File: src/rtl/core/pst_pkg.sv
package pst_pkg;

	localparam int SLOTS = 8;
	localparam int SLOT_W = 3;
	localparam int CNT_W = 4;
	localparam int Q_DEPTH = 2;

	localparam logic [1:0] MODE_PKT  = 2'd0;
	localparam logic [1:0] MODE_TICK = 2'd1;
	localparam logic [1:0] MODE_LOOK = 2'd2;
	localparam logic [1:0] MODE_RSVD = 2'd3;

	localparam logic [1:0] CFG_EMA_WEIGHT = 2'd0;
	localparam logic [1:0] CFG_TIMEOUT    = 2'd1;
	localparam logic [1:0] CFG_STATS_LIM  = 2'd2;

	localparam logic [15:0] STALE_LIMIT = 16'h8000;
	localparam logic [8:0]  WEIGHT_ONE  = 9'd256;

	typedef struct packed {
		logic [1:0]        mode;
		logic [31:0]       peer_id;
		logic [47:0]       mac_addr;
		logic [15:0]       seq_num;
		logic signed [7:0] rssi_sample;
		logic [31:0]       now_ms;
	} in_t;

	typedef struct packed {
		logic               fresh;
		logic               found;
		logic               table_full;
		logic               is_online;
		logic [15:0]        last_seq_out;
		logic [15:0]        received_count;
		logic [15:0]        missed_count;
		logic signed [7:0]  raw_rssi;
		logic signed [15:0] smooth_rssi;
		logic [31:0]        last_seen;
		logic [47:0]        peer_mac;
	} out_t;

	typedef struct packed {
		logic [8:0]  ema_weight;
		logic [31:0] offline_timeout;
		logic [15:0] stats_limit;
	} cfg_t;

	typedef struct packed {
		logic is_pkt;
		logic is_tick;
		logic is_look;
	} cls_t;

	typedef struct packed {
		in_t  item;
		cls_t cls;
	} job_t;

endpackage

File: src/rtl/core/pst_front.sv
module pst_front (
	input  logic          clk,
	input  logic          arst_n,
	input  logic          start,
	output logic          busy,
	input  pst_pkg::in_t  cmd,
	input  logic          pop,
	output logic          empty,
	output pst_pkg::job_t head
);

	pst_pkg::job_t q_mem [pst_pkg::Q_DEPTH];
	logic       wr_ptr_q;
	logic       rd_ptr_q;
	logic [1:0] fill_q;
	logic       push;
	pst_pkg::job_t job_in;

	always_comb begin
		job_in.item = cmd;
		job_in.cls.is_pkt = (cmd.mode == pst_pkg::MODE_PKT);
		job_in.cls.is_tick = (cmd.mode == pst_pkg::MODE_TICK);
		job_in.cls.is_look = (cmd.mode == pst_pkg::MODE_LOOK);
	end

	assign busy = (fill_q == 2'(pst_pkg::Q_DEPTH));
	assign empty = (fill_q == 2'd0);
	assign push = start && !busy;
	assign head = q_mem[rd_ptr_q];

	always_ff @(posedge clk) begin
		if (push) begin
			q_mem[wr_ptr_q] <= job_in;
		end
	end

	always_ff @(posedge clk or negedge arst_n) begin
		if (!arst_n) begin
			wr_ptr_q <= 1'b0;
			rd_ptr_q <= 1'b0;
			fill_q <= 2'd0;
		end else begin
			if (push) begin
				wr_ptr_q <= ~wr_ptr_q;
			end
			if (pop) begin
				rd_ptr_q <= ~rd_ptr_q;
			end
			fill_q <= fill_q + 2'(push) - 2'(pop);
		end
	end

endmodule

File: src/rtl/core/pst_back.sv
module pst_back (
	input  logic          clk,
	input  logic          arst_n,
	input  pst_pkg::cfg_t cfg,
	input  logic          empty,
	input  pst_pkg::job_t head,
	output logic          pop,
	output logic          done,
	output pst_pkg::out_t result
);

	localparam logic [2:0] ST_IDLE  = 3'd0;
	localparam logic [2:0] ST_LOOK  = 3'd1;
	localparam logic [2:0] ST_CALC  = 3'd2;
	localparam logic [2:0] ST_WRITE = 3'd3;
	localparam logic [2:0] ST_TICK  = 3'd4;

	logic [31:0]        id_mem     [pst_pkg::SLOTS];
	logic [47:0]        mac_mem    [pst_pkg::SLOTS];
	logic [15:0]        seq_mem    [pst_pkg::SLOTS];
	logic [15:0]        rcv_mem    [pst_pkg::SLOTS];
	logic [15:0]        mis_mem    [pst_pkg::SLOTS];
	logic signed [7:0]  raw_mem    [pst_pkg::SLOTS];
	logic signed [15:0] smooth_mem [pst_pkg::SLOTS];
	logic [31:0]        seen_mem   [pst_pkg::SLOTS];
	logic               online_mem [pst_pkg::SLOTS];

	logic [2:0]                  state_q;
	pst_pkg::job_t               job_q;
	logic [pst_pkg::CNT_W-1:0]   count_q;
	logic [pst_pkg::CNT_W-1:0]   tick_idx_q;
	logic [pst_pkg::SLOT_W-1:0]  slot_q;
	logic                        hit_q;
	logic                        full_q;
	logic                        fresh_q;
	logic [47:0]                 e_mac_q;
	logic [15:0]                 e_seq_q;
	logic [15:0]                 e_rcv_q;
	logic [15:0]                 e_mis_q;
	logic signed [7:0]           e_raw_q;
	logic signed [15:0]          e_smooth_q;
	logic [31:0]                 e_seen_q;
	logic                        e_online_q;
	logic [15:0]                 mis_q;
	logic signed [17:0]          p1_q;
	logic signed [25:0]          p2_q;
	pst_pkg::out_t               res_q;
	logic                        done_q;

	logic                        any_hit;
	logic [pst_pkg::SLOT_W-1:0]  hit_idx;
	logic [15:0]                 delta;
	logic                        chk;
	logic                        fresh_c;
	logic [16:0]                 mis_sum;
	logic [8:0]                  w_c;
	logic [9:0]                  w_inv;
	logic signed [26:0]          ema_sum;
	logic signed [15:0]          ema_val;
	logic [15:0]                 rcv_inc;
	logic [16:0]                 stat_sum;
	logic                        halve;
	logic signed [15:0]          smooth_new;
	logic [pst_pkg::SLOT_W-1:0]  tick_slot;
	logic [31:0]                 age;

	always_comb begin
		any_hit = 1'b0;
		hit_idx = '0;
		for (int i = pst_pkg::SLOTS - 1; i >= 0; i--) begin
			if ((pst_pkg::CNT_W'(i) < count_q) && (id_mem[i] == job_q.item.peer_id)) begin
				any_hit = 1'b1;
				hit_idx = pst_pkg::SLOT_W'(i);
			end
		end
	end

	always_comb begin
		delta = job_q.item.seq_num - e_seq_q;
		chk = (e_rcv_q != 16'd0);
		fresh_c = !chk || !((delta == 16'd0) || (delta > pst_pkg::STALE_LIMIT));
		mis_sum = {1'b0, e_mis_q} + {1'b0, delta} - 17'd1;
		w_c = (cfg.ema_weight > pst_pkg::WEIGHT_ONE) ? pst_pkg::WEIGHT_ONE : cfg.ema_weight;
		w_inv = 10'd256 - {1'b0, w_c};
		ema_sum = {{1{p1_q[17]}}, p1_q, 8'd0} + {p2_q[25], p2_q} + 27'sd128;
		ema_val = ema_sum[23:8];
		rcv_inc = (e_rcv_q == 16'hFFFF) ? 16'hFFFF : e_rcv_q + 16'd1;
		stat_sum = {1'b0, rcv_inc} + {1'b0, mis_q};
		halve = stat_sum > {1'b0, cfg.stats_limit};
		smooth_new = e_online_q ? ema_val : {job_q.item.rssi_sample, 8'd0};
		tick_slot = tick_idx_q[pst_pkg::SLOT_W-1:0];
		age = job_q.item.now_ms - seen_mem[tick_slot];
	end

	assign pop = (state_q == ST_IDLE) && !empty;
	assign done = done_q;
	assign result = res_q;

	always_ff @(posedge clk) begin
		unique case (state_q)
			ST_IDLE: begin
				if (!empty) begin
					job_q <= head;
				end
			end
			ST_LOOK: begin
				slot_q <= any_hit ? hit_idx : count_q[pst_pkg::SLOT_W-1:0];
				hit_q <= any_hit;
				full_q <= !any_hit && (count_q == pst_pkg::CNT_W'(pst_pkg::SLOTS));
				if (any_hit) begin
					e_mac_q <= mac_mem[hit_idx];
					e_seq_q <= seq_mem[hit_idx];
					e_rcv_q <= rcv_mem[hit_idx];
					e_mis_q <= mis_mem[hit_idx];
					e_raw_q <= raw_mem[hit_idx];
					e_smooth_q <= smooth_mem[hit_idx];
					e_seen_q <= seen_mem[hit_idx];
					e_online_q <= online_mem[hit_idx];
				end else begin
					e_mac_q <= '0;
					e_seq_q <= '0;
					e_rcv_q <= '0;
					e_mis_q <= '0;
					e_raw_q <= '0;
					e_smooth_q <= '0;
					e_seen_q <= '0;
					e_online_q <= 1'b0;
				end
			end
			ST_CALC: begin
				fresh_q <= fresh_c;
				if (chk && fresh_c) begin
					mis_q <= mis_sum[16] ? 16'hFFFF : mis_sum[15:0];
				end else begin
					mis_q <= e_mis_q;
				end
				p1_q <= 18'($signed({1'b0, w_c})) * 18'(job_q.item.rssi_sample);
				p2_q <= 26'($signed(w_inv)) * 26'(e_smooth_q);
			end
			ST_WRITE: begin
				if (job_q.cls.is_pkt && !full_q && fresh_q) begin
					id_mem[slot_q] <= job_q.item.peer_id;
					mac_mem[slot_q] <= job_q.item.mac_addr;
					seq_mem[slot_q] <= job_q.item.seq_num;
					rcv_mem[slot_q] <= halve ? (rcv_inc >> 1) : rcv_inc;
					mis_mem[slot_q] <= halve ? (mis_q >> 1) : mis_q;
					raw_mem[slot_q] <= job_q.item.rssi_sample;
					smooth_mem[slot_q] <= smooth_new;
					seen_mem[slot_q] <= job_q.item.now_ms;
					online_mem[slot_q] <= 1'b1;
				end
			end
			ST_TICK: begin
				if (tick_idx_q < count_q) begin
					if (online_mem[tick_slot] && (age > cfg.offline_timeout)) begin
						online_mem[tick_slot] <= 1'b0;
					end
				end
			end
			default: begin
			end
		endcase
	end

	always_ff @(posedge clk) begin
		if (state_q == ST_WRITE) begin
			res_q <= '0;
			if (job_q.cls.is_pkt) begin
				if (full_q) begin
					res_q.table_full <= 1'b1;
				end else if (fresh_q) begin
					res_q.fresh <= 1'b1;
					res_q.found <= 1'b1;
					res_q.is_online <= 1'b1;
					res_q.last_seq_out <= job_q.item.seq_num;
					res_q.received_count <= halve ? (rcv_inc >> 1) : rcv_inc;
					res_q.missed_count <= halve ? (mis_q >> 1) : mis_q;
					res_q.raw_rssi <= job_q.item.rssi_sample;
					res_q.smooth_rssi <= smooth_new;
					res_q.last_seen <= job_q.item.now_ms;
					res_q.peer_mac <= job_q.item.mac_addr;
				end else begin
					res_q.found <= 1'b1;
					res_q.is_online <= e_online_q;
					res_q.last_seq_out <= e_seq_q;
					res_q.received_count <= e_rcv_q;
					res_q.missed_count <= e_mis_q;
					res_q.raw_rssi <= e_raw_q;
					res_q.smooth_rssi <= e_smooth_q;
					res_q.last_seen <= e_seen_q;
					res_q.peer_mac <= e_mac_q;
				end
			end else if (job_q.cls.is_look && hit_q) begin
				res_q.found <= 1'b1;
				res_q.is_online <= e_online_q;
				res_q.last_seq_out <= e_seq_q;
				res_q.received_count <= e_rcv_q;
				res_q.missed_count <= e_mis_q;
				res_q.raw_rssi <= e_raw_q;
				res_q.smooth_rssi <= e_smooth_q;
				res_q.last_seen <= e_seen_q;
				res_q.peer_mac <= e_mac_q;
			end
		end
	end

	always_ff @(posedge clk or negedge arst_n) begin
		if (!arst_n) begin
			state_q <= ST_IDLE;
			count_q <= '0;
			tick_idx_q <= '0;
			done_q <= 1'b0;
		end else begin
			done_q <= 1'b0;
			unique case (state_q)
				ST_IDLE: begin
					if (!empty) begin
						tick_idx_q <= '0;
						if (head.cls.is_pkt || head.cls.is_look) begin
							state_q <= ST_LOOK;
						end else if (head.cls.is_tick) begin
							state_q <= ST_TICK;
						end else begin
							state_q <= ST_WRITE;
						end
					end
				end
				ST_LOOK: begin
					state_q <= ST_CALC;
				end
				ST_CALC: begin
					state_q <= ST_WRITE;
				end
				ST_WRITE: begin
					if (job_q.cls.is_pkt && !full_q && fresh_q && !hit_q) begin
						count_q <= count_q + pst_pkg::CNT_W'(1);
					end
					done_q <= 1'b1;
					state_q <= ST_IDLE;
				end
				ST_TICK: begin
					if (tick_idx_q < count_q) begin
						tick_idx_q <= tick_idx_q + pst_pkg::CNT_W'(1);
					end else begin
						state_q <= ST_WRITE;
					end
				end
				default: begin
					state_q <= ST_IDLE;
				end
			endcase
		end
	end

endmodule

File: src/rtl/core/peer_sequence_tracker.sv
// A packet or lookup item, once accepted, leaves the two-entry input queue and then passes the
// search, arithmetic and write-back steps of the table engine before its result strobe. A tick
// item walks the table one peer per cycle and then takes the write-back step. The engine serves
// one item at a time; busy rises only when the input queue is full.
// The result is shown for one cycle with done high and must be taken then.
module peer_sequence_tracker (
	input  logic          clk,
	input  logic          arst_n,
	input  logic          start,
	output logic          busy,
	input  pst_pkg::in_t  cmd,
	output logic          done,
	output pst_pkg::out_t result,
	input  logic          cfg_we,
	input  logic [1:0]    cfg_index,
	input  logic [31:0]   cfg_data
);

	pst_pkg::cfg_t cfg_q;
	pst_pkg::job_t head;
	logic          empty;
	logic          pop;

	always_ff @(posedge clk or negedge arst_n) begin
		if (!arst_n) begin
			cfg_q.ema_weight <= 9'd64;
			cfg_q.offline_timeout <= 32'd5000;
			cfg_q.stats_limit <= 16'd2000;
		end else if (cfg_we) begin
			unique case (cfg_index)
				pst_pkg::CFG_EMA_WEIGHT: cfg_q.ema_weight <= cfg_data[8:0];
				pst_pkg::CFG_TIMEOUT:    cfg_q.offline_timeout <= cfg_data;
				pst_pkg::CFG_STATS_LIM:  cfg_q.stats_limit <= cfg_data[15:0];
				default: begin
				end
			endcase
		end
	end

	pst_front u_front (
		.clk    (clk),
		.arst_n (arst_n),
		.start  (start),
		.busy   (busy),
		.cmd    (cmd),
		.pop    (pop),
		.empty  (empty),
		.head   (head)
	);

	pst_back u_back (
		.clk    (clk),
		.arst_n (arst_n),
		.cfg    (cfg_q),
		.empty  (empty),
		.head   (head),
		.pop    (pop),
		.done   (done),
		.result (result)
	);

endmodule

File: config.mk
export PLATFORM = sky130hd
export DESIGN_NAME = peer_sequence_tracker
export DESIGN_NICKNAME = d
export VERILOG_FILES = /design/src/rtl/core/pst_pkg.sv /design/src/rtl/core/pst_front.sv /design/src/rtl/core/pst_back.sv /design/src/rtl/core/peer_sequence_tracker.sv
export SDC_FILE = /design/constraint.sdc
export NUM_CORES = 2
export LEC_CHECK = 0
export BUFFER_PORTS_ARGS = -buffer_cell sky130_fd_sc_hd__buf_4
export CELL_PAD_IN_SITES_DETAIL_PLACEMENT = 0
export CELL_PAD_IN_SITES_GLOBAL_PLACEMENT = 2
export CORE_MARGIN = 3
export CORE_UTILIZATION = 50
export CTS_BUF_LIST = sky130_fd_sc_hd__clkbuf_16
export DETAILED_ROUTE_END_ITERATION = 12
export PLACE_DENSITY_LB_ADDON = 0.1
export SYNTH_ARGS = -nofsm -noshare
export SYNTH_HDL_FRONTEND = slang
export SYNTH_SLANG_ARGS = --single-unit
export TNS_END_PERCENT = 1
File: constraint.sdc
create_clock -name clk -period 44.5 [get_ports clk]
set_input_delay 6.675 -clock clk [delete_from_list [all_inputs] [get_ports clk]]
set_output_delay 6.675 -clock clk [all_outputs]
set_load 0.02 [all_outputs]
==> metrics.log <==
INFO  metric synth-warning-count = 0
INFO  metric grt_start_max_net_pins = ~160
INFO  metric worst_path_max_delay_cell = buf_4
INFO  metric synth.largest_area_cell = edfxtp_1
INFO  metric cts_buffer_depth = 3
INFO  metric core_area = between 0.2 and 0.25 mm²
INFO  metric slowest_delay = slightly above 0.8 ns
INFO  metric place_hpwl = between 150,000 and 200,000 µm
INFO  metric cellPowerDensity = between 70 and 80 mW/mm²
INFO  metric p_sw_share = 35.8%
INFO  metric cts_resized = 0
INFO  metric place.port_buffers = approximately 330
INFO  metric crit_buf_inv = 4
INFO  metric synth_cells = 7,047
INFO  metric hold_slack = approximately 0.5 ns
INFO  metric asyncSetResetFlopFracSynth = between 3 and 4%
INFO  metric power_switching = between 3 and 4 mW
INFO  metric setup_viol_count_final = 0
INFO  metric fp.dieArea = 0.217 mm²
INFO  metric power_leakage = around 43 nW
INFO  metric clock_power_share = roughly 22%
INFO  metric synth.cell_area = about 0.11 mm²
INFO  metric seq_area_frac_synth = about two thirds
INFO  metric post-route-min-period = between 8 and 9 ns
INFO  metric slew-limit-headroom = about 20%
INFO  metric synthDominantCellAreaShare = ~64%
INFO  metric route.detailed.vias_per_inst = between 5 and 6
INFO  metric tritoncts = built
INFO  metric leftover_overflow_at_the_end_of_global_routing = 0
INFO  metric detail-route-antenna-nets = 0
INFO  metric post-cts-setup-buffer-count = 0
INFO  metric globalRouteMet1Util = between 30% and 40%
INFO  metric power.internal = roughly 5.7 mW
INFO  metric leading_register_cell_type_out_of_synthesis = edfxtp_1
INFO  metric critPathLaunchType = input pin
INFO  metric synth.area.top_cells = edfxtp_1, fa_1, ha_1
INFO  metric endpoint_kind = flop
INFO  metric groute.layer.met3.usage = between 3 and 4%
INFO  metric met2_layer_usage_reported_by_global_route = between 40% and 50%
INFO  metric row_count = 168
INFO  metric grt.busiest_layer = met2
INFO  metric final_layout_size_suffix_gt1_share = between 10% and 20%
INFO  metric ff2ff_setup_slack = 36.24 ns
INFO  metric timing.clock.skew = around 0.054 ns
INFO  metric path_class = input pin to flop
INFO  metric power.sequential.fraction = between 30% and 40%
INFO  metric rsz_0062_raised_after_global_routing = false
INFO  metric fmax = around 120 MHz
INFO  metric postCtsHoldBufs = 0
INFO  metric die_h = roughly 470 µm
INFO  metric avgRoutedWirePerCell = 26.9 µm
INFO  metric synth_cell_types = 80
INFO  metric grt_pass1_wl = a little over 400,000 µm
INFO  metric gp_congestion = slightly above 0.8
INFO  metric cap_violations = 0
INFO  metric crit_arrival = 9.16 ns
INFO  metric area_delta_synth_final = 12.6%
INFO  metric io_pins = roughly 330
INFO  metric register_bit_count_reported_by_yosys = ~2,300
INFO  metric htreeDepth = 4
INFO  metric timing_hold_violations_final = 0
INFO  metric globalRouteTotalUtil = 25.5%
INFO  metric netlist_top_cells_count = edfxtp_1, inv_1, o21ai_0, a21boi_0, nor3b_1
INFO  metric worst_path_most_repeated_cell = buf_4
INFO  metric nNetsFinal = around 8,000
INFO  metric drt_iter0_drc = 5,619
INFO  metric post_synth.cell_area_avg = 15.0 µm²
INFO  metric worstPathMaxFanout = 50
INFO  metric routed_wirelength = 278,000 µm
INFO  metric outcome = complete, no violations
INFO  metric critical-path-top-delay-family = buffers and inverters
INFO  metric sequential_cell_area = 0.0697 mm²
INFO  metric yosys.cell_count.top_type = edfxtp_1
INFO  metric cts.sinks = about 2,300
INFO  metric route.detailed.drc = 0
INFO  metric start_util = between 50% and 60%
INFO  metric first_pass_iters = 5
INFO  metric share_comb_of_total_power = 39.4%
INFO  metric vias = 61,200
INFO  metric crit_chain = buf_4 > nand2_1 > nor2_4 > buf_4 > buf_4 > buf_4
INFO  metric hold_class = flop to flop
INFO  metric clock_latency_on_the_worst_skew_pair = 0.89 ns
INFO  metric timing.final.max_slew_violations = 0
INFO  metric antenna_found_initial = 15
INFO  metric dieWidth = about 470 µm
INFO  metric tightest_slew = 1.20 ns
INFO  metric timing.final.crit_share = about 20%
INFO  metric area_taken_by_multi_input_logic_gates = between 0.03 and 0.04 mm²
INFO  metric cts.root.buffer_cell = clkbuf_16
INFO  metric cts_inserted_buffers = 236
INFO  metric ir_drop_worst_case_vdd = 87.3 µV
INFO  metric clkSlewWorstSetupHoldPaths = around 0.060 ns
INFO  metric post_synth_edffs = around 2,300
INFO  metric worst-endpoint-required = 44.99 ns
INFO  metric setup_tns = 0 ns
INFO  metric number_of_global_route_vias_before_repair = just over 60,000
INFO  metric num-fill-cells = 16,600
==> worst reg2reg max path, stage by stage, from the launching register on <==
cell and delay (ns):
dfrtp_4 0.83, buf_4 0.92, mux4_2 0.40, mux2_2 0.15, ha_1 0.16, inv_1 0.06
fa_1 0.45, a211oi_1 0.28, o21ai_0 0.20, a31oi_1 0.40, o21ai_0 0.27, o31a_1 0.35
a41oi_1 0.30, a21oi_1 0.16, a211o_1 0.34, o31ai_1 0.26, xnor2_1 0.10, ha_1 0.27
nand4_1 0.16, nor4_1 1.01, a221o_1 0.45, nand3b_1 0.19, o21bai_1 0.23
==> cells by family after synthesis <==
logic type      synth area share (%)
xor+xnor                        3.25
mux                             5.84
flops                           65.9
buf+inv                         3.07
fa+ha+maj                       6.41
compound gates                  8.81
other cells                  0.00710
simple gates                    6.70
==> cells in the final DEF (no fill, tap or decap), types with 15 or more instances in the layout <==
cell	netlist	routed
edfxtp_1	2260	2260
buf_4	8	459
inv_1	395	448
o21ai_0	312	312
a21boi_0	311	311
nor3b_1	310	308
ha_1	259	259
xnor2_1	258	257
clkbuf_16	0	239
a21oi_1	231	231
mux2_2	231	231
mux2i_1	205	205
fa_1	177	177
nand2_1	174	174
and3_1	164	162
o2111ai_1	156	156
a22o_1	150	150
xor2_1	134	133
nor2_1	124	114
and2_1	107	107
mux4_2	66	66
nand4_1	65	65
dfrtp_1	61	57
o21ai_1	56	55
nor3_1	56	54
a21o_1	49	49
clkinv_1	0	44
clkinv_2	0	42
nor2b_1	41	41
nand3_1	40	39
nor4_1	31	31
bufinv_16	0	25
o21a_1	22	22
nand2b_1	21	21
o21bai_1	18	17
conb_1	2	15
==> power by group through the flow <==
stage | Clock [mW] | Combinational, mW | Sequential (mW)
floorplan | 0 | 2.40 | 3.44
global placement | 0 | 3.50 | 3.41
detailed placement | 0 | 3.49 | 3.42
CTS | 2.01 | 3.55 | 3.38
global route | 2.10 | 3.93 | 3.41
finish | 1.97 | 3.48 | 3.38
==> through the flow <==
step	utilization (%)	setup WS, ns	cells	total power [mW]	cell area [µm²]
after floorplan	-	21.93	7060	5.85	106000
after global placement	53.0	34.93	9919	6.91	111000
after detailed placement	53.0	34.85	9919	6.91	111000
after global routing	56.7	35.49	10400	9.44	119000
final	56.7	35.84	10400	8.83	119000
after CTS	56.7	35.81	10400	8.94	119000
==> registers in the layout, summed over array words and instances, names as in the netlist, 17 cells and up <==
register	flops
u_back.p2_q	17
u_back.rcv_mem	128
u_back.smooth_mem	128
u_back.job_q	138
u_back.seq_mem	128
u_back.mis_mem	128
u_back.mac_mem	384
cfg_q	57
u_back.raw_mem	64
u_back.result	156
u_back.id_mem	256
u_back.e_seen_q	32
u_back.e_mac_q	48
u_back.seen_mem	256
u_front.q_mem	278
==> per-layer routing <==
layer / up-vias / share of wire (%)
met5: - / 0
met4: 0 / 2.5
met3: 362 / 5.9
met2: 2022 / 46
met1: 31600 / 45
li1: 27300 / -
==> final timing paths <==
| check | startpoint | endpoint | cells after the start |
|---|---|---|---|
| worst min-delay path | cfg_q[42] | cfg_q[42] | 1 |
| worst min register to register | cfg_q[42] | cfg_q[42] | 1 |
| worst max-delay path | start | u_front.q_mem[0][80] | 6 |
| max in group asynchronous | arst_n | u_back.tick_idx_q[2] | 2 |
| min in group asynchronous | arst_n | cfg_q[32] | 1 |
| worst max register to register | u_back.tick_idx_q[0] | u_back.online_mem[0] | 22 |
==> layout make-up <==
class                      instances  area share (%)
sequential                      2333            58.5
multi-input combinational       3921            27.7
clock buffer                     239            5.02
timing repair buffer             464            2.98
tap                             2805            2.95
clock inverter                   197            1.51
inverter                         396            1.26
antenna                            5          0.0105
No activity file was read; power rests on OpenSTA's default activity.
